[config.mk]
export PLATFORM = sky130hd
export DESIGN_NAME = interval_and_alarm_timer_top
export DESIGN_NICKNAME = d
export VERILOG_FILES = /design/src/hw/rtl/iatmr_pkg.sv /design/src/hw/rtl/iatmr_cfg.sv /design/src/hw/rtl/iatmr_sched.sv /design/src/hw/rtl/iatmr_core.sv /design/src/hw/rtl/interval_and_alarm_timer_top.sv
export SDC_FILE = /design/constraint.sdc
export NUM_CORES = 2
export LEC_CHECK = 0
export BUFFER_PORTS_ARGS = -buffer_cell sky130_fd_sc_hd__buf_4
export CAP_MARGIN = 10
export CORE_UTILIZATION = 30
export DETAILED_ROUTE_END_ITERATION = 7
export GPL_ROUTABILITY_DRIVEN = 0
export PLACE_DENSITY = 0.52
export SYNTH_ARGS = -nofsm -noshare
export SYNTH_HDL_FRONTEND = slang
export SYNTH_SLANG_ARGS = --single-unit
export TNS_END_PERCENT = 20
[constraint.sdc]
create_clock -name clk_i -period 36.2 [get_ports clk_i]
set_input_delay 3.62 -clock clk_i [delete_from_list [all_inputs] [get_ports clk_i]]
set_output_delay 3.62 -clock clk_i [all_outputs]
set_load 0.1 [all_outputs]
[src/hw/rtl/iatmr_pkg.sv]
// ----------------------------------------------------------------------------
// iatmr_pkg
// Types, constants and saturating time helpers shared by the interval and
// alarm timer.
// ----------------------------------------------------------------------------
package iatmr_pkg;

  localparam int TIME_BITS     = 48;
  localparam int COUNT_BITS    = 32;
  localparam int TOD_BITS      = 27;
  localparam int SPAN_BITS     = 30;
  localparam int HOUR_BITS     = 8;
  localparam int MIN_BITS      = 8;
  localparam int SEC_BITS      = 16;
  localparam int CFG_IDX_BITS  = 3;
  localparam int CFG_DATA_BITS = 32;

  localparam logic [SPAN_BITS-1:0] MS_PER_HOUR   = SPAN_BITS'(3600000);
  localparam logic [SPAN_BITS-1:0] MS_PER_MINUTE = SPAN_BITS'(60000);
  localparam logic [SPAN_BITS-1:0] MS_PER_DAY    = SPAN_BITS'(86400000);

  localparam logic [HOUR_BITS-1:0] HOURS_PER_DAY  = HOUR_BITS'(24);
  localparam logic [MIN_BITS-1:0]  MINS_PER_HOUR  = MIN_BITS'(60);
  localparam logic [SEC_BITS-1:0]  MS_PER_MIN_SEC = SEC_BITS'(60000);

  typedef enum logic [CFG_IDX_BITS-1:0] {
    REG_ENABLE        = 3'd0,
    REG_ALARM_MODE    = 3'd1,
    REG_HOURS         = 3'd2,
    REG_MINUTES       = 3'd3,
    REG_SECOND_MILLIS = 3'd4,
    REG_OFFSET_MILLIS = 3'd5,
    REG_RUN_DISC      = 3'd6,
    REG_SINGLE_SHOT   = 3'd7
  } cfg_reg_e;

  typedef struct packed {
    logic [TIME_BITS-1:0] now_ms;
    logic [TOD_BITS-1:0]  ms_of_day;
    logic                 link_up;
  } in_item_t;

  typedef struct packed {
    logic                  fired;
    logic [TIME_BITS-1:0]  next_fire_ms;
    logic                  next_fire_ok;
    logic [COUNT_BITS-1:0] fires_so_far;
    logic [TIME_BITS-1:0]  last_fire_ms;
  } out_item_t;

  // settings as seen by the datapath
  typedef struct packed {
    logic                 enable;
    logic                 alarm_mode;
    logic                 run_disconnected;
    logic                 single_shot;
    logic [SPAN_BITS-1:0] span;
    logic [SPAN_BITS-1:0] offset;
    logic                 at_ok;
    logic [SPAN_BITS-1:0] step;
  } cfg_t;

  // setup candidate for one item
  typedef struct packed {
    logic [TIME_BITS-1:0] now_ms;
    logic                 link_up;
    logic [TIME_BITS-1:0] sched;
    logic                 sched_ok;
    logic                 sched_le;
    logic [TIME_BITS-1:0] sched_adv;
    logic                 sched_adv_le;
  } cand_t;

  function automatic logic [TIME_BITS-1:0] sat_add(input logic [TIME_BITS-1:0] a,
                                                   input logic [TIME_BITS-1:0] b);
    logic [TIME_BITS:0] sum;
    sum = {1'b0, a} + {1'b0, b};
    return sum[TIME_BITS] ? {TIME_BITS{1'b1}} : sum[TIME_BITS-1:0];
  endfunction

  function automatic logic [TIME_BITS-1:0] sat_sub(input logic [TIME_BITS-1:0] a,
                                                   input logic [TIME_BITS-1:0] b);
    return (b > a) ? {TIME_BITS{1'b0}} : a - b;
  endfunction

endpackage

[src/hw/rtl/iatmr_cfg.sv]
// ----------------------------------------------------------------------------
// iatmr_cfg
// Settings registers, with the span in milliseconds, the alarm range check
// and the reschedule step kept ready alongside them.
// ----------------------------------------------------------------------------
module iatmr_cfg (
  input  logic                                 clk_i,
  input  logic                                 rst_ni,
  input  logic                                 cfg_valid_i,
  output logic                                 cfg_ready_o,
  input  logic [iatmr_pkg::CFG_IDX_BITS-1:0]   cfg_index_i,
  input  logic [iatmr_pkg::CFG_DATA_BITS-1:0]  cfg_data_i,
  input  logic                                 shot_clear_i,
  output iatmr_pkg::cfg_t                      cfg_o
);

  logic                                enable_q, enable_d;
  logic                                alarm_q, alarm_d;
  logic [iatmr_pkg::HOUR_BITS-1:0]     hours_q, hours_d;
  logic [iatmr_pkg::MIN_BITS-1:0]      minutes_q, minutes_d;
  logic [iatmr_pkg::SEC_BITS-1:0]      smillis_q, smillis_d;
  logic [iatmr_pkg::SPAN_BITS-1:0]     offset_q, offset_d;
  logic                                rundisc_q, rundisc_d;
  logic                                single_q, single_d;
  logic [iatmr_pkg::SPAN_BITS-1:0]     span_q, span_d;
  logic                                at_ok_q, at_ok_d;
  logic [iatmr_pkg::SPAN_BITS-1:0]     step_q, step_d;
  logic                                wr;

  assign cfg_ready_o = 1'b1;
  assign wr          = cfg_valid_i && cfg_ready_o;

  always_comb begin
    enable_d  = enable_q;
    alarm_d   = alarm_q;
    hours_d   = hours_q;
    minutes_d = minutes_q;
    smillis_d = smillis_q;
    offset_d  = offset_q;
    rundisc_d = rundisc_q;
    single_d  = single_q;
    if (shot_clear_i) begin
      enable_d = 1'b0;
    end
    if (wr) begin
      case (iatmr_pkg::cfg_reg_e'(cfg_index_i))
        iatmr_pkg::REG_ENABLE:        enable_d  = cfg_data_i[0];
        iatmr_pkg::REG_ALARM_MODE:    alarm_d   = cfg_data_i[0];
        iatmr_pkg::REG_HOURS:         hours_d   = cfg_data_i[iatmr_pkg::HOUR_BITS-1:0];
        iatmr_pkg::REG_MINUTES:       minutes_d = cfg_data_i[iatmr_pkg::MIN_BITS-1:0];
        iatmr_pkg::REG_SECOND_MILLIS: smillis_d = cfg_data_i[iatmr_pkg::SEC_BITS-1:0];
        iatmr_pkg::REG_OFFSET_MILLIS: offset_d  = cfg_data_i[iatmr_pkg::SPAN_BITS-1:0];
        iatmr_pkg::REG_RUN_DISC:      rundisc_d = cfg_data_i[0];
        iatmr_pkg::REG_SINGLE_SHOT:   single_d  = cfg_data_i[0];
        default: ;
      endcase
    end
    span_d  = iatmr_pkg::SPAN_BITS'(hours_d) * iatmr_pkg::MS_PER_HOUR
            + iatmr_pkg::SPAN_BITS'(minutes_d) * iatmr_pkg::MS_PER_MINUTE
            + iatmr_pkg::SPAN_BITS'(smillis_d);
    at_ok_d = (hours_d < iatmr_pkg::HOURS_PER_DAY) && (minutes_d < iatmr_pkg::MINS_PER_HOUR)
              && (smillis_d < iatmr_pkg::MS_PER_MIN_SEC);
    step_d  = alarm_d ? iatmr_pkg::MS_PER_DAY : span_d;
  end

  always_ff @(posedge clk_i or negedge rst_ni) begin
    if (!rst_ni) begin
      enable_q  <= 1'b0;
      alarm_q   <= 1'b0;
      hours_q   <= '0;
      minutes_q <= '0;
      smillis_q <= '0;
      offset_q  <= '0;
      rundisc_q <= 1'b0;
      single_q  <= 1'b0;
      span_q    <= '0;
      at_ok_q   <= 1'b1;
      step_q    <= '0;
    end else begin
      enable_q  <= enable_d;
      alarm_q   <= alarm_d;
      hours_q   <= hours_d;
      minutes_q <= minutes_d;
      smillis_q <= smillis_d;
      offset_q  <= offset_d;
      rundisc_q <= rundisc_d;
      single_q  <= single_d;
      span_q    <= span_d;
      at_ok_q   <= at_ok_d;
      step_q    <= step_d;
    end
  end

  assign cfg_o.enable           = enable_q;
  assign cfg_o.alarm_mode       = alarm_q;
  assign cfg_o.run_disconnected = rundisc_q;
  assign cfg_o.single_shot      = single_q;
  assign cfg_o.span             = span_q;
  assign cfg_o.offset           = offset_q;
  assign cfg_o.at_ok            = at_ok_q;
  assign cfg_o.step             = step_q;

  a_shot_clears_enable : assert property (@(posedge clk_i) disable iff (!rst_ni)
    (shot_clear_i && !wr) |=> !enable_q)
    else $error("one-shot fire did not clear enable");

  a_step_tracks_mode : assert property (@(posedge clk_i) disable iff (!rst_ni)
    alarm_q |-> step_q == iatmr_pkg::MS_PER_DAY)
    else $error("alarm step is not one day");

  a_span_zero_after_reset : assert property (@(posedge clk_i) disable iff (!rst_ni)
    (hours_q == '0 && minutes_q == '0) |-> span_q == iatmr_pkg::SPAN_BITS'(smillis_q))
    else $error("span out of step with its fields");

endmodule

[src/hw/rtl/iatmr_sched.sv]
// ----------------------------------------------------------------------------
// iatmr_sched
// Input register and three short stages that work out the fresh schedule
// for an item, whether it is due, and where it moves after a fire.
// ----------------------------------------------------------------------------
module iatmr_sched (
  input  logic                clk_i,
  input  logic                rst_ni,
  input  logic                in_valid_i,
  input  iatmr_pkg::in_item_t in_data_i,
  input  logic                adv_i,
  input  iatmr_pkg::cfg_t     cfg_i,
  output logic                cand_valid_o,
  output iatmr_pkg::cand_t    cand_o
);

  typedef struct packed {
    logic [iatmr_pkg::TIME_BITS-1:0] now_ms;
    logic                            link_up;
    logic [iatmr_pkg::TIME_BITS-1:0] base;
    logic [iatmr_pkg::SPAN_BITS-1:0] addend;
    logic                            sub;
  } part_t;

  typedef struct packed {
    logic [iatmr_pkg::TIME_BITS-1:0] now_ms;
    logic                            link_up;
    logic [iatmr_pkg::TIME_BITS-1:0] sched;
    logic                            sched_ok;
  } sched_t;

  iatmr_pkg::in_item_t in_q;
  part_t               part_q, part_d;
  sched_t              sched_q, sched_d;
  iatmr_pkg::cand_t    cand_q, cand_d;
  logic [3:0]          vld_q;
  logic                past_alarm;

  // first half: midnight or now plus span
  always_comb begin
    past_alarm     = cfg_i.span < iatmr_pkg::SPAN_BITS'(in_q.ms_of_day);
    part_d.now_ms  = in_q.now_ms;
    part_d.link_up = in_q.link_up;
    if (cfg_i.alarm_mode) begin
      part_d.base   = iatmr_pkg::sat_sub(in_q.now_ms,
                                         iatmr_pkg::TIME_BITS'(in_q.ms_of_day));
      part_d.addend = cfg_i.span + (past_alarm ? iatmr_pkg::MS_PER_DAY : '0);
      part_d.sub    = 1'b0;
    end else begin
      part_d.base   = iatmr_pkg::sat_add(in_q.now_ms, iatmr_pkg::TIME_BITS'(cfg_i.span));
      part_d.addend = cfg_i.offset;
      part_d.sub    = 1'b1;
    end
  end

  // second half: time of day added, or offset taken off
  always_comb begin
    sched_d.now_ms   = part_q.now_ms;
    sched_d.link_up  = part_q.link_up;
    sched_d.sched_ok = !cfg_i.alarm_mode || cfg_i.at_ok;
    if (part_q.sub) begin
      sched_d.sched = iatmr_pkg::sat_sub(part_q.base, iatmr_pkg::TIME_BITS'(part_q.addend));
    end else begin
      sched_d.sched = iatmr_pkg::sat_add(part_q.base, iatmr_pkg::TIME_BITS'(part_q.addend));
    end
    if (!sched_d.sched_ok) begin
      sched_d.sched = '0;
    end
  end

  // due check and the move after a fire
  always_comb begin
    cand_d.now_ms       = sched_q.now_ms;
    cand_d.link_up      = sched_q.link_up;
    cand_d.sched        = sched_q.sched;
    cand_d.sched_ok     = sched_q.sched_ok;
    cand_d.sched_le     = sched_q.sched <= sched_q.now_ms;
    cand_d.sched_adv    = iatmr_pkg::sat_add(sched_q.sched,
                                             iatmr_pkg::TIME_BITS'(cfg_i.step));
    cand_d.sched_adv_le = cand_d.sched_adv <= sched_q.now_ms;
  end

  always_ff @(posedge clk_i or negedge rst_ni) begin
    if (!rst_ni) begin
      vld_q <= '0;
    end else if (adv_i) begin
      vld_q <= {vld_q[2:0], in_valid_i};
    end
  end

  always_ff @(posedge clk_i) begin
    if (adv_i) begin
      in_q    <= in_data_i;
      part_q  <= part_d;
      sched_q <= sched_d;
      cand_q  <= cand_d;
    end
  end

  assign cand_valid_o = vld_q[3];
  assign cand_o       = cand_q;

endmodule

[src/hw/rtl/iatmr_core.sv]
// ----------------------------------------------------------------------------
// iatmr_core
// Schedule state, fire decision, fire counter and the result register.
// ----------------------------------------------------------------------------
module iatmr_core (
  input  logic                 clk_i,
  input  logic                 rst_ni,
  input  logic                 cand_valid_i,
  input  iatmr_pkg::cand_t     cand_i,
  input  iatmr_pkg::cfg_t      cfg_i,
  output logic                 adv_o,
  output logic                 shot_clear_o,
  output logic                 out_valid_o,
  input  logic                 out_ready_i,
  output iatmr_pkg::out_item_t out_data_o
);

  logic [iatmr_pkg::TIME_BITS-1:0]  next_q, next_d;
  logic                             nvalid_q, nvalid_d;
  logic [iatmr_pkg::TIME_BITS-1:0]  last_q, last_d;
  logic [iatmr_pkg::COUNT_BITS-1:0] count_q, count_d;
  iatmr_pkg::out_item_t             out_q, out_d;
  logic                             out_valid_q, out_valid_d;

  logic                             take, active, fire;
  logic [iatmr_pkg::TIME_BITS-1:0]  cur, cur_adv;
  logic                             cur_ok, cur_le, cur_adv_le;

  assign adv_o  = !out_valid_q || out_ready_i;
  assign take   = cand_valid_i && adv_o;
  assign active = cfg_i.enable && (cfg_i.run_disconnected || cand_i.link_up);

  always_comb begin
    if (nvalid_q) begin
      cur        = next_q;
      cur_ok     = 1'b1;
      cur_le     = next_q <= cand_i.now_ms;
      cur_adv    = iatmr_pkg::sat_add(next_q, iatmr_pkg::TIME_BITS'(cfg_i.step));
      cur_adv_le = cur_adv <= cand_i.now_ms;
    end else begin
      cur        = cand_i.sched;
      cur_ok     = cand_i.sched_ok;
      cur_le     = cand_i.sched_le;
      cur_adv    = cand_i.sched_adv;
      cur_adv_le = cand_i.sched_adv_le;
    end
    fire = take && active && cur_ok && cur_le;

    next_d   = next_q;
    nvalid_d = nvalid_q;
    last_d   = last_q;
    count_d  = count_q;
    if (take && active) begin
      next_d   = cur;
      nvalid_d = cur_ok;
      if (!nvalid_q || fire) begin
        last_d = cand_i.now_ms;
      end
      if (fire) begin
        count_d = count_q + iatmr_pkg::COUNT_BITS'(1);
        if (cur_adv_le) begin
          next_d   = cand_i.sched;
          nvalid_d = cand_i.sched_ok;
        end else begin
          next_d   = cur_adv;
          nvalid_d = 1'b1;
        end
      end
    end

    out_d.fired        = fire;
    out_d.next_fire_ms = nvalid_d ? next_d : '0;
    out_d.next_fire_ok = nvalid_d;
    out_d.fires_so_far = count_d;
    out_d.last_fire_ms = last_d;

    if (take) begin
      out_valid_d = 1'b1;
    end else if (out_ready_i) begin
      out_valid_d = 1'b0;
    end else begin
      out_valid_d = out_valid_q;
    end
  end

  assign shot_clear_o = fire && cfg_i.single_shot;

  always_ff @(posedge clk_i or negedge rst_ni) begin
    if (!rst_ni) begin
      next_q      <= '0;
      nvalid_q    <= 1'b0;
      last_q      <= '0;
      count_q     <= '0;
      out_valid_q <= 1'b0;
    end else begin
      next_q      <= next_d;
      nvalid_q    <= nvalid_d;
      last_q      <= last_d;
      count_q     <= count_d;
      out_valid_q <= out_valid_d;
    end
  end

  always_ff @(posedge clk_i) begin
    if (take) begin
      out_q <= out_d;
    end
  end

  assign out_valid_o = out_valid_q;
  assign out_data_o  = out_q;

  a_count_on_fire : assert property (@(posedge clk_i) disable iff (!rst_ni)
    fire |=> count_q == $past(count_q) + iatmr_pkg::COUNT_BITS'(1))
    else $error("fire count did not step");

  a_state_holds_idle : assert property (@(posedge clk_i) disable iff (!rst_ni)
    !take |=> $stable(count_q) && $stable(nvalid_q) && $stable(next_q) && $stable(last_q))
    else $error("schedule state moved without an item");

  a_no_sched_zero : assert property (@(posedge clk_i) disable iff (!rst_ni)
    !nvalid_q |-> next_q == '0)
    else $error("stale time kept without a schedule");

  a_result_matches_state : assert property (@(posedge clk_i) disable iff (!rst_ni)
    out_valid_q |-> (out_q.fires_so_far == count_q) && (out_q.next_fire_ok == nvalid_q))
    else $error("pending result out of step with state");

endmodule

[src/hw/rtl/interval_and_alarm_timer_top.sv]
// ----------------------------------------------------------------------------
// interval_and_alarm_timer_top
// Interval and time-of-day alarm timer. Each item is one time tick (absolute
// milliseconds, milliseconds since midnight, link state) and gives one result
// with the fire flag, the schedule, the fire count and the last fire time.
// One item is taken every clock while the result is not stalled; each item passes
// through the input register, three stages that build the fresh schedule and its
// due check, and the state update feeding the result register. The schedule state
// turns over once per clock in the last stage, which sets the rate of one item a
// cycle. A stalled result holds back the whole pipeline. Settings sit in their own
// write port; the user must change them only with no item in flight, as the block
// itself does not enforce this; after reset all settings are zero and there is no
// schedule.
// ----------------------------------------------------------------------------
module interval_and_alarm_timer_top (
  input  logic                                clk_i,
  input  logic                                rst_ni,
  input  logic                                in_valid_i,
  output logic                                in_ready_o,
  input  iatmr_pkg::in_item_t                 in_data_i,
  output logic                                out_valid_o,
  input  logic                                out_ready_i,
  output iatmr_pkg::out_item_t                out_data_o,
  input  logic                                cfg_valid_i,
  output logic                                cfg_ready_o,
  input  logic [iatmr_pkg::CFG_IDX_BITS-1:0]  cfg_index_i,
  input  logic [iatmr_pkg::CFG_DATA_BITS-1:0] cfg_data_i
);

  iatmr_pkg::cfg_t  cfg;
  iatmr_pkg::cand_t cand;
  logic             cand_valid;
  logic             adv;
  logic             shot_clear;

  iatmr_cfg u_cfg (
    .clk_i        (clk_i),
    .rst_ni       (rst_ni),
    .cfg_valid_i  (cfg_valid_i),
    .cfg_ready_o  (cfg_ready_o),
    .cfg_index_i  (cfg_index_i),
    .cfg_data_i   (cfg_data_i),
    .shot_clear_i (shot_clear),
    .cfg_o        (cfg)
  );

  iatmr_sched u_sched (
    .clk_i        (clk_i),
    .rst_ni       (rst_ni),
    .in_valid_i   (in_valid_i),
    .in_data_i    (in_data_i),
    .adv_i        (adv),
    .cfg_i        (cfg),
    .cand_valid_o (cand_valid),
    .cand_o       (cand)
  );

  iatmr_core u_core (
    .clk_i        (clk_i),
    .rst_ni       (rst_ni),
    .cand_valid_i (cand_valid),
    .cand_i       (cand),
    .cfg_i        (cfg),
    .adv_o        (adv),
    .shot_clear_o (shot_clear),
    .out_valid_o  (out_valid_o),
    .out_ready_i  (out_ready_i),
    .out_data_o   (out_data_o)
  );

  assign in_ready_o = adv;

endmodule

# Yosys cells after proc, flatten, opt, wreduce, memory -nomap -nowiden
# Cells that the tools add are included.
# op_classes
reduce_logical	20
n_lt_le_gt_ge	10
n_eq_ne	7
addsub	10
mul	2
n_mux	38
# op_table
operator	n
48-bit two-way mux	14
48-bit by 30-bit adder with 49-bit output	4
48-bit <= comparator	4
79-bit two-way mux	1
32-bit two-way mux	2
27-bit by 48-bit greater-than comparator with 1-bit output	1
30-bit by 48-bit greater-than comparator with 1-bit output	1
48-bit by 27-bit subtractor with 48-bit output	1
48-bit by 30-bit subtractor with 48-bit output	1
32-bit by 1-bit adder with 32-bit output (second input constant)	1
16-bit two-way mux	2
8-bit two-way mux	4
30-bit by 16-bit adder with 30-bit output	1
30-bit by 24-bit adder with 30-bit output	1
30-bit adder	1
30-bit by 27-bit less-than comparator with 1-bit output	1
30-bit two-way mux	1
27-bit two-way mux	1
8-bit by 15-bit multiplier with 23-bit output (second input constant)	1
8-bit by 11-bit multiplier with 19-bit output (second input constant)	1
16-bit less-than comparator (second input constant)	1
1-bit two-way mux	13
3-bit equality test (second input constant)	4
1-bit logical AND	8
other kinds (9)	17
# totals
regBits	841
output_inout_bits	133
inputBits	116
elab_cells	128

# Logic depth before layout (Yosys ltp)
# depth
word_depth	10
ltp_mapped	32
depth_no_buf	32

# Cells and area by module
# A second synthesis with hierarchy kept.
# unflattened
hier_cells	5163
area_unflattened_um2	53934.2
# modules_own_cells
module	area_per_inst_um2	seq_area_each_um2	n_inst	cells_per_inst
iatmr_sched	29437.0	13613.1	1	2831
iatmr_core	14828.0	7156.9	1	1453
iatmr_cfg	9669.3	3054.2	1	879

# Least setup slack after synthesis
# Ideal clock, no wire load.
# synth_timing
path_type	input to register
startpoint	input out_ready_i
endpoint	register u_core.out_q (netlist bit u_core.out_data_o[0]) (enable)
required_ns	35.739
path_buffers	1
slack_ns	13.712
path_stages	4
setup_time_ns	0.461
t_arrival_ns	22.027
cell_sequence	nand2b_1 > clkbuf_1 > nand2_1 > inv_1
# synth_via
elab_chain_len	2
# synth_lines
item	line	source
from (decl)	interval_and_alarm_timer_top.sv:22	input logic out_ready_i,
1-bit logical OR	iatmr_core.sv:29	assign adv_o = !out_valid_q || out_ready_i;
via in_ready_o	interval_and_alarm_timer_top.sv:19	output logic in_ready_o,
1-bit logical AND	iatmr_core.sv:30	assign take = cand_valid_i && adv_o;
to (signal assigned)	iatmr_core.sv:106	out_q <= out_d;
to (decl)	iatmr_core.sv:22	iatmr_pkg::out_item_t out_q, out_d;
# The timed path passes the listed nets, and every way through them passes these cells.
# A chain may end at the register's enable or synchronous reset.

# Worst setup path in the final report
# layout_timing
startpoint	input cfg_index_i[2] in the netlist's numbering
endpoint	register u_cfg.step_q[27] in the netlist's numbering
# layout_via
elab_chain_len	7
word_cells_on_any_way	17
cone_classes	add/sub: 2; mul: 2; eq/ne: 4; mux: 9
# layout_lines
item	line	source
from (decl)	interval_and_alarm_timer_top.sv:26	input logic [iatmr_pkg::CFG_IDX_BITS-1:0] cfg_index_i,
3-bit by 2-bit equality test with 1-bit output	iatmr_cfg.sv:46	case (iatmr_pkg::cfg_reg_e'(cfg_index_i))
8-bit two-way mux	iatmr_cfg.sv:46	
8-bit two-way mux	iatmr_cfg.sv:45	if (wr) begin
via u_cfg.minutes_d, one bit	iatmr_cfg.sv:20	logic [iatmr_pkg::MIN_BITS-1:0] minutes_q, minutes_d;
8-bit by 11-bit multiplier with 19-bit output	iatmr_cfg.sv:59	+ iatmr_pkg::SPAN_BITS'(minutes_d) * iatmr_pkg::MS_PER_MINUTE
30-bit by 24-bit adder with 30-bit output	iatmr_cfg.sv:59	
30-bit by 16-bit adder with 30-bit output	iatmr_cfg.sv:60	+ iatmr_pkg::SPAN_BITS'(smillis_d);
via u_cfg.span_d, one bit	iatmr_cfg.sv:25	logic [iatmr_pkg::SPAN_BITS-1:0] span_q, span_d;
30-bit two-way mux	iatmr_cfg.sv:63	step_d = alarm_d ? iatmr_pkg::MS_PER_DAY : span_d;
via u_cfg.step_d, one bit	iatmr_cfg.sv:27	logic [iatmr_pkg::SPAN_BITS-1:0] step_q, step_d;
to (signal assigned)	iatmr_cfg.sv:90	step_q <= step_d;
to (decl)	iatmr_cfg.sv:27	
# The timed path passes the listed nets, and every way through them passes these cells.

==> impl_metrics.ini <==
[outcome]
status = completed

[synthesis]
synth_edf_count = 580
ys_types = 114
netlist_area_mm2 = 0.0528
avgSynthCellArea_um2 = 10.6
yosys_warnings = 0
async_reset_ff_share_pct = 30.6
synth_cells = 4989
ys_seq_elements = 836
synth_top_flop_cell = edfxtp_1
synth_nets = 5719
yosysSeqAreaShare_pct = 45.1

[detailed_routing]
via_count = 38900
wl_um = 162000
wl_per_cell_um = 21.2
ant_nets = 0
dr.pass1.iters = 6
drcViolationCount = 0
vias_per_cell = 5.10
drt_iter0_drc = 3002

[cts]
cts_setup_buffers = 0
clk_latency_ps = 750
cts_tree = done
clk_pin_slew_ps = 70
cts_buffer_depth = 3
cts_sinks = 836
post_cts_resized = 0
cts_buffers = 99
clockRootBuffer = clkbuf_16
cts_hold_buf = 0
htree_levels = 3

[grt]
overflow = 0
grt_pass1_wl_um = 242000
grt_max_degree = 141
grt_use_total_pct = 17.9
grt_pass1_vias = 38500
antenna_found_initial = 2

[floorplan]
rows = 153
die_h_um = 422
ioPinCount = 249
design.core.area_mm2 = 0.174
start_util_pct = 30.3
chipWidth_um = 422
die_area_mm2 = 0.178

[layout]
fill_cells = 17400
regArea_mm2 = 0.0238
multi_input_area_mm2 = 0.0268
syn2layout_area_growth_pct = 15.1
nets = 5951
drive_above_1_share_pct = 11.9
layout_common_cells = edfxtp_1, ha_1, inv_1
mostFrequentLayoutCell = edfxtp_1

[run]
drv_cap = 0

[timing]
hold_violations = 0
setup_viol = 0
fin_ws_ps = 25890
layout_min_cycle_time_ps = 10310
totalNegativeSetupSlack_ps = 0
clock_skew_ps = 46.1
period_share_pct = 28.5
worstMarginPinSlew_ps = 1210
fmax_mhz = 97.0
rsz0062_at_grt = false
drv_slew = 0
slew_headroom_pct = 19.4

[setup_path]
cp.required_ps = 36850
start_kind = primary input
cp_max_fo = 8
path_common_cell = ha_1
critical_path_class = primary input to flip-flop
slowest_delay_ps = 570
cp_data_arrival_time_ps = 10960
cp_slowest_cell = or4_1
endpoint_kind = flip-flop

[place]
dp_hpwl_um = 128000
place.port_buffers = 245
pre_cts_slack_ps = 25150

[worst_hold_path]
hold_path.class = flip-flop to flip-flop
[metal layers]
| metal | share of wire [%] | track usage (%) |
|---|---|---|
| met5 | 0 | 0 |
| met3 | 4.9 | 2.54 |
| met1 | 46 | 24.3 |
| met4 | 3.1 | 5.47 |
| met2 | 46 | 29.2 |
[synthesized netlist by cell type, types with 59 or more instances]
cell / n / area share [%]
nand2b_1: 62 / 0.73
xor2_1: 118 / 2.0
nand2_1: 397 / 2.8
fa_1: 79 / 3.0
a21oi_1: 339 / 3.2
inv_1: 410 / 2.9
o21ai_0: 273 / 2.6
mux2_2: 84 / 1.8
xnor2_1: 142 / 2.4
a21o_1: 169 / 2.4
a31oi_1: 60 / 0.71
nand3_1: 84 / 0.80
nand4_1: 66 / 0.78
nor3_1: 94 / 0.89
ha_1: 535 / 13
edfxtp_1: 580 / 33
clkbuf_1: 101 / 0.72
dfrtp_1: 255 / 12
and2_1: 59 / 0.70
nor2_1: 285 / 2.0
[layout make-up]
class | instances | share of cell area (%)
multi-input combinational | 3581 | 44.0
sequential | 836 | 39.2
tap | 2325 | 4.78
clock buffer | 122 | 4.40
timing repair buffer | 288 | 3.59
inverter | 415 | 2.57
clock inverter | 62 | 1.43
antenna | 2 | 0.00823
[cell families after synthesis]
logic type                 count (synthesis)  synth area share, %
other                                      1              0.00710
AOI/OAI and AO/OA                       1330                 16.7
and+or+nand+nor                         1277                 11.8
muxes                                     99                 2.07
DFF                                      836                 45.1
xor gates and xnor gates                 260                 4.31
adders and majority gates                614                 15.7
buffers and inverters                    572                 4.31
[stage by stage]
| stage | hold slack (ps) | instance area (um2) | utilization, % | cells |
|---|---|---|---|---|
| 2_1_floorplan | 400 | 52800 | - | 4989 |
| 3_3_place_gp | 401 | 57300 | 32.8 | 7445 |
| 3_5_place_dp | 405 | 57300 | 32.8 | 7445 |
| 4_1_cts | 391 | 60800 | 34.9 | 7629 |
| 5_1_grt | 402 | 60800 | 34.9 | 7629 |
| 6_report | 389 | 60800 | 34.9 | 7631 |
[path summary, 6_finish.rpt]
check,from,end,slack (ps),cells after the start
max reg2reg,u_cfg.step_q[17],u_core.out_data_o[127],27720,20
max,cfg_index_i[2],u_cfg.step_q[27],25890,29
min,u_sched.part_q[104],u_sched.cand_d[124],390,0
max in group asynchronous,rst_ni,u_core.count_q[17],30220,4
min in group asynchronous,rst_ni,u_cfg.offset_q[28],2890,1
min reg2reg,u_sched.part_q[104],u_sched.cand_d[124],390,0
[registers in the layout, summed over array words and instances (netlist names), 4 cells and up]
name and cells:
u_core.last_q 48, u_core.next_q 48, u_sched.cand_o 148, u_sched.cand_d 98, u_cfg.step_q 30, u_sched.part_q 128
u_sched.in_q 76, u_cfg.offset_q 30, u_core.out_data_o 130, u_cfg.hours_q 8, u_cfg.span_q 25, u_cfg.smillis_q 16
u_core.count_q 32, u_cfg.minutes_q 8, u_sched.vld_q 4
[worst max-delay path: cells and delay by family]
kind	cells	cell delay [ps]
simple gates	8	2040
buf+inv	3	240
fa+ha+maj	7	2650
mux	1	530
xor+xnor	2	460
compound gates	8	1410
Power is not shown: default switching activity piles up to over one toggle a cycle in this logic, so the estimate is an artifact.
